`config.mk`:
```
export PLATFORM = sky130hd
export DESIGN_NAME = tcce_ctrl
export DESIGN_NICKNAME = d
export VERILOG_FILES = /design/src/design/tcce_pkg.sv /design/src/design/tcce_ctrl.sv
export SDC_FILE = /design/constraint.sdc
export NUM_CORES = 1
export LEC_CHECK = 0
export ABC_AREA = 1
export BUFFER_PORTS_ARGS = -buffer_cell sky130_fd_sc_hd__buf_2
export CORE_MARGIN = 4
export CORE_UTILIZATION = 43
export CTS_BUF_LIST = sky130_fd_sc_hd__clkbuf_8 sky130_fd_sc_hd__clkbuf_16
export DETAILED_ROUTE_END_ITERATION = 10
export PLACE_DENSITY = 0.73
export SLEW_MARGIN = 30
export SYNTH_ARGS = -nofsm -noshare
export SYNTH_HDL_FRONTEND = slang
export SYNTH_SLANG_ARGS = --single-unit
export TNS_END_PERCENT = 30
```
`constraint.sdc`:
```
create_clock -name clock -period 1.22 [get_ports clock]
set_clock_uncertainty 0.1 [all_clocks]
set_input_delay 0.244 -clock clock [delete_from_list [all_inputs] [get_ports clock]]
set_output_delay 0.244 -clock clock [all_outputs]
set_load 0.01 [all_outputs]
```
`src/design/tcce_pkg.sv`:
```
`timescale 1ns / 1ps

package tcce_pkg;

   typedef enum logic [1:0] {
      OP_PUT   = 2'd0,
      OP_READ  = 2'd1,
      OP_CLEAR = 2'd2,
      OP_NONE  = 2'd3
   } opcode_type;

   typedef enum logic [2:0] {
      CK_PLAIN,
      CK_NEWLINE,
      CK_RETURN,
      CK_TAB,
      CK_BACK
   } char_kind_type;

   typedef enum logic [3:0] {
      ST_INIT,
      ST_IDLE,
      ST_DISPATCH,
      ST_TAB,
      ST_COPY,
      ST_DRAIN,
      ST_FILL,
      ST_CLEAR,
      ST_FINISH
   } state_type;

   typedef enum logic [3:0] {
      DP_IDLE,
      DP_CAPTURE,
      DP_INIT,
      DP_PLAIN_CHAR,
      DP_PLAIN_SPACE,
      DP_BACK,
      DP_RETURN,
      DP_NEWROW,
      DP_COPY,
      DP_DRAIN,
      DP_FILL,
      DP_CLEAR,
      DP_FINISH
   } dp_op_type;

   typedef struct packed {
      dp_op_type op;
   } dp_cmd_type;

   typedef struct packed {
      opcode_type    opcode;
      char_kind_type kind;
      logic          wrap;
      logic          row_last;
      logic          sweep_last;
      logic          copy_last;
      logic          tab_last;
      logic          tab_zero;
      logic          rsp_free;
   } dp_status_type;

   localparam logic [7:0]  CH_NEWLINE = 8'h0A;
   localparam logic [7:0]  CH_RETURN  = 8'h0D;
   localparam logic [7:0]  CH_TAB     = 8'h09;
   localparam logic [7:0]  CH_BACK    = 8'h08;
   localparam logic [7:0]  CH_SPACE   = 8'h20;
   localparam logic [2:0]  TAB_STOP   = 3'd4;
   localparam logic [7:0]  ATTR_RESET = 8'h07;
   localparam logic [15:0] INIT_CELL  = 16'h0720;

endpackage

```
`src/design/tcce_ctrl.sv`:
```
`timescale 1ns / 1ps

module tcce_ctrl
   import tcce_pkg::*;
(
   input  logic          clock,
   input  logic          reset,
   input  logic          req_valid,
   output logic          req_stall,
   input  dp_status_type status,
   output dp_cmd_type    cmd
);

   state_type state_ff;
   state_type state_in;

   always_ff @(posedge clock) begin
      if (reset) begin
         state_ff <= ST_INIT;
      end else begin
         state_ff <= state_in;
      end
   end

   always_comb begin
      state_in  = state_ff;
      cmd.op    = DP_IDLE;
      req_stall = (state_ff != ST_IDLE);
      unique case (state_ff)
         ST_INIT: begin
            cmd.op = DP_INIT;
            if (status.sweep_last) state_in = ST_IDLE;
         end
         ST_IDLE: begin
            if (req_valid) begin
               cmd.op   = DP_CAPTURE;
               state_in = ST_DISPATCH;
            end
         end
         ST_DISPATCH: begin
            unique case (status.opcode)
               OP_PUT: begin
                  unique case (status.kind)
                     CK_NEWLINE: begin
                        cmd.op   = DP_NEWROW;
                        state_in = status.row_last ? ST_COPY : ST_FINISH;
                     end
                     CK_RETURN: begin
                        cmd.op   = DP_RETURN;
                        state_in = ST_FINISH;
                     end
                     CK_BACK: begin
                        cmd.op   = DP_BACK;
                        state_in = ST_FINISH;
                     end
                     CK_TAB: begin
                        cmd.op = DP_PLAIN_SPACE;
                        if (status.wrap && status.row_last) state_in = ST_COPY;
                        else if (status.tab_last)           state_in = ST_FINISH;
                        else                                state_in = ST_TAB;
                     end
                     default: begin
                        cmd.op   = DP_PLAIN_CHAR;
                        state_in = (status.wrap && status.row_last) ? ST_COPY : ST_FINISH;
                     end
                  endcase
               end
               OP_CLEAR: state_in = ST_CLEAR;
               default:  state_in = ST_FINISH;
            endcase
         end
         ST_TAB: begin
            cmd.op = DP_PLAIN_SPACE;
            if (status.wrap && status.row_last) state_in = ST_COPY;
            else if (status.tab_last)           state_in = ST_FINISH;
         end
         ST_COPY: begin
            cmd.op = DP_COPY;
            if (status.copy_last) state_in = ST_DRAIN;
         end
         ST_DRAIN: begin
            cmd.op   = DP_DRAIN;
            state_in = ST_FILL;
         end
         ST_FILL: begin
            cmd.op = DP_FILL;
            if (status.sweep_last) begin
               // resume a tab whose spaces ran past the bottom row
               if (status.opcode == OP_PUT && status.kind == CK_TAB && !status.tab_zero)
                  state_in = ST_TAB;
               else
                  state_in = ST_FINISH;
            end
         end
         ST_CLEAR: begin
            cmd.op = DP_CLEAR;
            if (status.sweep_last) state_in = ST_FINISH;
         end
         ST_FINISH: begin
            if (status.rsp_free) begin
               cmd.op   = DP_FINISH;
               state_in = ST_IDLE;
            end
         end
         default: state_in = ST_INIT;
      endcase
   end

endmodule

```
==> results of run 1 <==
==> cell usage in the layout, fill, tap and decap left out, drive strengths merged <==
cell type	instances
nand3b	1
nand2	28
nand4	2
o21ai	6
a21oi	5
dfxtp	4
buf	43
inv	17
nand2b	1
nor3	5
nand3	17
nor2	12
clkbuf	3
o221ai	1
==> worst max-delay path, stage by stage, from the launching register on <==
cell	delay (ps)
sky130_fd_sc_hd__dfxtp_2	330
sky130_fd_sc_hd__buf_6	120
sky130_fd_sc_hd__inv_6	70
sky130_fd_sc_hd__nand3_4	80
sky130_fd_sc_hd__nor2_4	110
sky130_fd_sc_hd__inv_2	50
sky130_fd_sc_hd__o221ai_2	110
sky130_fd_sc_hd__buf_2	150
==> metrics by stage <==
step           hold WS, ps  worst slack [ps]  total power, uW  utilization [%]  instance area (sq um)
2_1_floorplan          213             -76.0              806                -                    591
3_3_place_gp           354              -229             1140             71.4                    847
3_5_place_dp           363              -301             1140             71.4                    847
4_1_cts                127              -411             1570             82.4                    977
5_1_grt                131              -438             1750             84.9                   1010
6_report               133              -354             1630             84.9                   1010
==> kinds of logic after synthesis <==
kind of cell    share of synthesized area, %
compound gates                          11.8
buf+inv                                 13.1
flops                                   13.9
simple gates                            61.2
==> power groups by stage <==
stage | sequential [uW] | clock, uW | combinational (uW)
finish | 270 | 277 | 1090
global route | 276 | 292 | 1180
CTS | 261 | 282 | 1030
detailed placement | 213 | 0 | 929
global placement | 214 | 0 | 924
floorplan | 204 | 0 | 602
==> how the worst max path moves through the flow <==
stage,end,slack [ps],cells past startpoint
after global placement,cmd[0],-230,6
after CTS,cmd[0],-410,6
after detailed placement,cmd[0],-300,6
after global routing,cmd[0],-440,7
final,cmd[0],-350,7
after floorplan,state_ff[0]$_SDFFE_PP0P_,-80,9
==> cell type report <==
| type | count | area share (%) |
|---|---|---|
| Tap cell | 14 | 1.74 |
| Timing Repair Buffer | 43 | 28.1 |
| Sequential cell | 4 | 8.70 |
| Multi-Input combinational cell | 78 | 50.6 |
| Inverter | 17 | 6.83 |
| Clock buffer | 3 | 4.10 |
==> metal layers <==
metal | share of wire [%] | vias to the layer above | wire length [um] | global-route usage, %
met4 | 2.5 | 0 | 46 | 6.63
met1 | 41 | 358 | 758 | 26.7
met3 | 5.9 | 6 | 109 | 8.13
met2 | 51 | 28 | 939 | 37.8
met5 | 0 | - | 0 | 0
li1 | - | 420 | - | -
==> repair_timing <==
action,in CTS,in global routing
pin swaps,12,2
setup buffers,6,0
hold buffers,0,0
endpoints found under the setup margin,9,9
gates resized for setup,20,8
endpoints found under the hold margin,0,0
==> results_tabular.tex, run 1 <==
\begin{tabular}{lr}
\hline
Metric & Value \\
\hline
\multicolumn{2}{l}{\textbf{Route}} \\
Routed wire length & around 1900 um \\
Initial detailed-routing violation count & 22 \\
First-pass DRT Iterations & 4 \\
Wire length per cell after detailed routing & 11.7 um \\
Post-DR vias/cell & 5.11 \\
Total DRC errors in the routed layout & 0 \\
Total vias in the final route & 812 \\
Antenna-violating nets left & 0 \\
\multicolumn{2}{l}{\textbf{Power}} \\
Switching Share & $\sim$45\% \\
P\_int & 905 uW \\
Leak & 0.000526 uW \\
Power spent charging and discharging nets & 729 uW \\
IR drop worst, VDD & 1.27 mV \\
Clock network fraction of design power & 17.0\% \\
Fraction of power consumed by combinational cells & 66.5\% \\
Power per cell area & roughly 1600 mW/mm\^{}2 \\
Relative contribution of sequential cells to total power & 16.5\% \\
\multicolumn{2}{l}{\textbf{Finish}} \\
Area growth from synthesis to layout & 75.4\% \\
Sequential cell area & about 88 sq um \\
Area of combinational cells with multiple inputs & 509 sq um \\
Registers with the most flip-flops & state\_ff (4) \\
Max reg flops & 4 \\
Final net count & 162 \\
Number of antenna cells inserted & 0 \\
Fraction of layout instances using a drive strength above 1 & between 50\% and 60\% \\
Register with the most flip-flops & state\_ff \\
Non-Filler Instances & approximately 160 \\
Filler cell count & 80 \\
\multicolumn{2}{l}{\textbf{Floorplanning}} \\
Row Count & 12 \\
Starting density of the core & approximately 48\% \\
Die W & 44.5 um \\
Area of the core & 0.00119 sq mm \\
Overall die area & 0.00198 sq mm \\
Number of top-level pins & 20 \\
Die Ht & about 45 um \\
\multicolumn{2}{l}{\textbf{Worst hold path}} \\
Start point of the worst hold path & reset \\
Number of cells on the worst hold path & 2 \\
Class of the tightest hold or removal check & primary input to register \\
Hold path endpoint & state\_ff[1]\$\_SDFFE\_PP0P\_ \\
\multicolumn{2}{l}{\textbf{Place}} \\
Total placed cells including tap cells & roughly 150 \\
Routability congestion estimate & 0.882 \\
Number of I/O port buffers & 19 \\
Hpwl dp & 1400 um \\
\multicolumn{2}{l}{\textbf{Global route}} \\
Largest net degree at the start of global routing & 10 \\
Via count of the first global-routing pass & 760 \\
Residual overflow from global routing & 0 \\
Global-route wire length before repair & 3300 um \\
Total Routing Usage GR & a little under a quarter \\
Number of antenna violations at the first check in global routing & 0 \\
\multicolumn{2}{l}{\textbf{Logic synthesis}} \\
Synth Net Count & 115 \\
Share of the yosys chip area belonging to registers & 13.9\% \\
Synthesized area & between 500 and 600 sq um \\
Warning count from the yosys run & 0 \\
Most used standard cells in the synthesized netlist & 25 x sky130\_fd\_sc\_hd\_\_nand2\_1, 16 x sky130\_fd\_sc\_hd\_\_nand3\_1, 13 x sky130\_fd\_sc\_hd\_\_inv\_1 \\
Async set-or-reset flop fraction in the synthesized netlist & 0\% \\
Most used DFF post-synth & sky130\_fd\_sc\_hd\_\_dfxtp\_1 \\
Share of Yosys cell area claimed by the top area cell type & around 16\% \\
Distinct cells, synth & 20 \\
Number of instances in the synthesized netlist & 100 \\
Dominant cells by area after synthesis & sky130\_fd\_sc\_hd\_\_nand2\_1 16\%, sky130\_fd\_sc\_hd\_\_dfxtp\_1 14\%, sky130\_fd\_sc\_hd\_\_nand3\_1 14\% \\
Number of synthesized flops with an enable pin & 0 \\
\#FFs+latches synth & 4 \\
Mean area per synthesized cell & between 5 and 6 sq um \\
Cell type with the largest total area after synthesis & sky130\_fd\_sc\_hd\_\_nand2\_1 \\
Most numerous cell in the Yosys netlist & sky130\_fd\_sc\_hd\_\_nand2\_1 \\
\multicolumn{2}{l}{\textbf{Setup path}} \\
Worst Path Arrival & 1230 ps \\
End of the worst register-to-register path & state\_ff[2]\$\_SDFFE\_PP0P\_ \\
Register-to-register setup slack & -300 ps \\
Launching element of the worst setup path & state\_ff[3]\$\_SDFFE\_PP0P\_ \\
Critical path capture point type & output port \\
Length in cells of the worst reg-to-reg path & 10 \\
Largest fanout on the critical path & 4 \\
Worst R2R Start & state\_ff[2]\$\_SDFFE\_PP0P\_ \\
Required time of the critical path & 880 ps \\
Crit path launch type & register \\
Critical path class & register to output port \\
\multicolumn{2}{l}{\textbf{Clocking}} \\
Clock slew at reported path FFs & 30 ps \\
CTS tree & done \\
CTS Buf Count & 3 \\
Clock Path Buffers & 2 \\
Root Buffer Master & sky130\_fd\_sc\_hd\_\_clkbuf\_8 \\
Worst-skew pair later-pin latency & 220 ps \\
Number of sinks driven by the clock tree & 4 \\
H-tree depth reported by CTS & 1 \\
\multicolumn{2}{l}{\textbf{Run status}} \\
Violated checks & negative setup slack \\
Status & finished, violations left \\
\multicolumn{2}{l}{\textbf{Timing}} \\
Final setup violation count & 9 \\
Slew Limit Headroom & 78.6\% \\
Clock period minus final worst setup slack & about 1600 ps \\
Setup TNS & -2670 ps \\
Unrepaired setup endpoints after global routing & yes \\
Number of hold violations in the final report & 0 \\
Post-route fraction of the period consumed by the critical path & 129\% \\
Number of max-slew violations in the final report & 0 \\
Final setup slack of the worst path & -354 ps \\
Slew @ Worst Pin & 318 ps \\
Maximum achievable frequency & 635 MHz \\
\multicolumn{2}{l}{\textbf{Run}} \\
Total of max-cap violations & 0 \\
\hline
\end{tabular}
No activity file was read; power rests on OpenSTA's default activity.
==> run 2, diff against run 1 <==
--- a/config.mk
+++ b/config.mk
@@ -7,11 +7,12 @@
 export LEC_CHECK = 0
 export ABC_AREA = 1
 export BUFFER_PORTS_ARGS = -buffer_cell sky130_fd_sc_hd__buf_2
-export CORE_MARGIN = 4
-export CORE_UTILIZATION = 43
+export CORE_AREA = 4 4 41 43
 export CTS_BUF_LIST = sky130_fd_sc_hd__clkbuf_8 sky130_fd_sc_hd__clkbuf_16
+export CTS_CLUSTER_DIAMETER = 40
 export DETAILED_ROUTE_END_ITERATION = 10
-export PLACE_DENSITY = 0.73
+export DIE_AREA = 0 0 45 47
+export PLACE_DENSITY = 0.7
 export SLEW_MARGIN = 30
 export SYNTH_ARGS = -nofsm -noshare
 export SYNTH_HDL_FRONTEND = slang
==> constraint.sdc (replaced) <==
create_clock -name clock -period 1.7 [get_ports clock]
set_clock_uncertainty 0.1 [all_clocks]
set_input_delay 0.34 -clock clock [delete_from_list [all_inputs] [get_ports clock]]
set_output_delay 0.34 -clock clock [all_outputs]
set_load 0.01 [all_outputs]
==> run 2 against run 1 <==
- the flow now finishes without violations
- register-to-register slack improved by 490 ps
- sequential share of layout area grew 1.5 points
- largest cell class unchanged
- design area decreased by 17%
- sequential power down 43%
- flip-flop and latch count unchanged
- combinational power fell by 40%
- hold slack better by 87 ps
- clock power down 29%
- via count is 11% lower
- non-clock buffer count is 16 lower
==> results_tabular.tex, run 2 (synthesis gave the netlist of run 1 again) <==
\begin{tabular}{lr}
\hline
Metric & Value \\
\hline
\multicolumn{2}{l}{\textbf{Finish}} \\
Highest-count cells in the layout ignoring fill and taps & 24 x sky130\_fd\_sc\_hd\_\_nand2\_1, 19 x sky130\_fd\_sc\_hd\_\_buf\_2, 13 x sky130\_fd\_sc\_hd\_\_nand3\_1, 12 x sky130\_fd\_sc\_hd\_\_inv\_1, 7 x sky130\_fd\_sc\_hd\_\_buf\_4 \\
Max reg flops & 4 \\
Number of antenna cells inserted & 0 \\
Sequential cell area & $\sim$85 sq um \\
Area of combinational cells with multiple inputs & 467 sq um \\
Registers with the most flip-flops & state\_ff (4) \\
Final net count & between 100 and 150 \\
Area growth from synthesis to layout & 45.3\% \\
End-of-flow core utilization & 64.1\% \\
Most common library cell in the layout ignoring fill and taps & sky130\_fd\_sc\_hd\_\_nand2\_1 \\
Fraction of layout instances using a drive strength above 1 & between 40\% and 50\% \\
Filler cell count & 112 \\
Register with the most flip-flops & state\_ff \\
\multicolumn{2}{l}{\textbf{Timing}} \\
Final setup violation count & 0 \\
Number of max-slew violations in the final report & 0 \\
Post-route fraction of the period consumed by the critical path & between 90\% and 100\% \\
Slew Limit Headroom & 78.0\% \\
Slew @ Worst Pin & roughly 330 ps \\
Maximum achievable frequency & 590 MHz \\
Clock period minus final worst setup slack & 1700 ps \\
Number of hold violations in the final report & 0 \\
Setup TNS & 0 ps \\
Unrepaired setup endpoints after global routing & yes \\
\multicolumn{2}{l}{\textbf{Floorplanning}} \\
Row Count & 13 \\
Die Ht & 47 um \\
Area of the core & around 0.0013 sq mm \\
Number of top-level pins & 20 \\
Die W & 45 um \\
Starting density of the core & between 40\% and 50\% \\
Overall die area & 0.00212 sq mm \\
\multicolumn{2}{l}{\textbf{Route}} \\
Antenna-violating nets left & 0 \\
First-pass DRT Iterations & 4 \\
Total vias in the final route & between 700 and 800 \\
Post-DR vias/cell & just over 5 \\
Wire length per cell after detailed routing & 10.8 um \\
Total DRC errors in the routed layout & 0 \\
Initial detailed-routing violation count & 15 \\
Routed wire length & 1560 um \\
\multicolumn{2}{l}{\textbf{Clocking}} \\
Worst-skew pair later-pin latency & between 200 and 250 ps \\
Root Buffer Master & sky130\_fd\_sc\_hd\_\_clkbuf\_8 \\
Clock slew at reported path FFs & about 30 ps \\
Clock Path Buffers & 2 \\
CTS Buf Count & 3 \\
CTS tree & done \\
Number of sinks driven by the clock tree & 4 \\
H-tree depth reported by CTS & 1 \\
\multicolumn{2}{l}{\textbf{Global route}} \\
Largest net degree at the start of global routing & 7 \\
Total Routing Usage GR & between 10\% and 20\% \\
Via count of the first global-routing pass & 639 \\
Number of antenna violations at the first check in global routing & 0 \\
Residual overflow from global routing & 0 \\
Global-route wire length before repair & 2680 um \\
\multicolumn{2}{l}{\textbf{Power}} \\
IR drop worst, VDD & 0.762 mV \\
Leak & 0.000433 uW \\
Power per cell area & 1200 mW/mm\^{}2 \\
\multicolumn{2}{l}{\textbf{Setup path}} \\
Critical path class & register to output port \\
Critical path capture point type & output port \\
Largest fanout on the critical path & 2 \\
Required time of the critical path & about 1300 ps \\
Worst Path Arrival & 1260 ps \\
Crit path launch type & register \\
\multicolumn{2}{l}{\textbf{Run status}} \\
Status & completed \\
\multicolumn{2}{l}{\textbf{Place}} \\
Number of I/O port buffers & 19 \\
Routability congestion estimate & 0.929 \\
Hpwl dp & 1210 um \\
\multicolumn{2}{l}{\textbf{Run}} \\
Total of max-cap violations & 0 \\
\multicolumn{2}{l}{\textbf{Worst hold path}} \\
Class of the tightest hold or removal check & primary input to register \\
\hline
\end{tabular}
==> run 2: area by class of cell <==
type,instances,share of cell area [%]
inverters,17,7.65
flip-flops and latches,4,10.2
multi-input cells,78,55.9
repair buffers,27,19.0
well taps,15,2.25
clock buffers,3,4.95
==> run 2: timing repair <==
| action | in CTS | in global routing |
|---|---|---|
| buffers inserted | 2 | 0 |
| gates resized for setup | 13 | 4 |
| hold buffers | 0 | 0 |
| endpoints found under the setup margin | 4 | 4 |
| pin swaps | 3 | 2 |
==> run 2: worst paths after layout <==
check / start / to / slack (ps) / cells after the start
max: state_ff[2]$_SDFFE_PP0P_ / cmd[2] / 4 / 7
min: reset / state_ff[0]$_SDFFE_PP0P_ / 220 / 2
max reg2reg: state_ff[3]$_SDFFE_PP0P_ / state_ff[2]$_SDFFE_PP0P_ / 190 / 9
min reg2reg: state_ff[1]$_SDFFE_PP0P_ / state_ff[1]$_SDFFE_PP0P_ / 420 / 2
==> run 2: per-stage QoR <==
stage | setup slack, ps | cell area (sq um) | instances | hold slack (ps) | total power (uW)
after global placement | 81.5 | 722 | 139 | 423 | 723
after floorplan | 228 | 574 | 100 | 309 | 561
after global routing | -85.1 | 835 | 144 | 225 | 1090
final | 4.46 | 835 | 144 | 220 | 1000
after detailed placement | 45.1 | 722 | 139 | 432 | 724
after CTS | -47.3 | 818 | 144 | 214 | 1000
==> run 2: routing by layer <==
layer | vias up | part of all wire, % | track usage, %
met5 | - | 0 | 0
met4 | 0 | 1.2 | 8.77
met3 | 2 | 4.5 | 2.30
met2 | 20 | 49 | 26.8
met1 | 315 | 46 | 23.2
li1 | 387 | - | -
==> run 2: worst max-delay path, stage by stage, from the launching register on <==
cell and delay [ps]:
sky130_fd_sc_hd__dfxtp_2 320, sky130_fd_sc_hd__nor2_4 120, sky130_fd_sc_hd__nand3_2 100, sky130_fd_sc_hd__nor3_4 130
sky130_fd_sc_hd__buf_4 140, sky130_fd_sc_hd__nand2_1 40, sky130_fd_sc_hd__nand3_1 50, sky130_fd_sc_hd__buf_2 130
==> run 2: report_power, final <==
group / total (uW) / internal [uW] / switching (uW)
logic: 654 / 272 / 382
clock network: 197 / 151 / 45.9
registers: 154 / 125 / 29.2
total: 1000 / 548 / 457
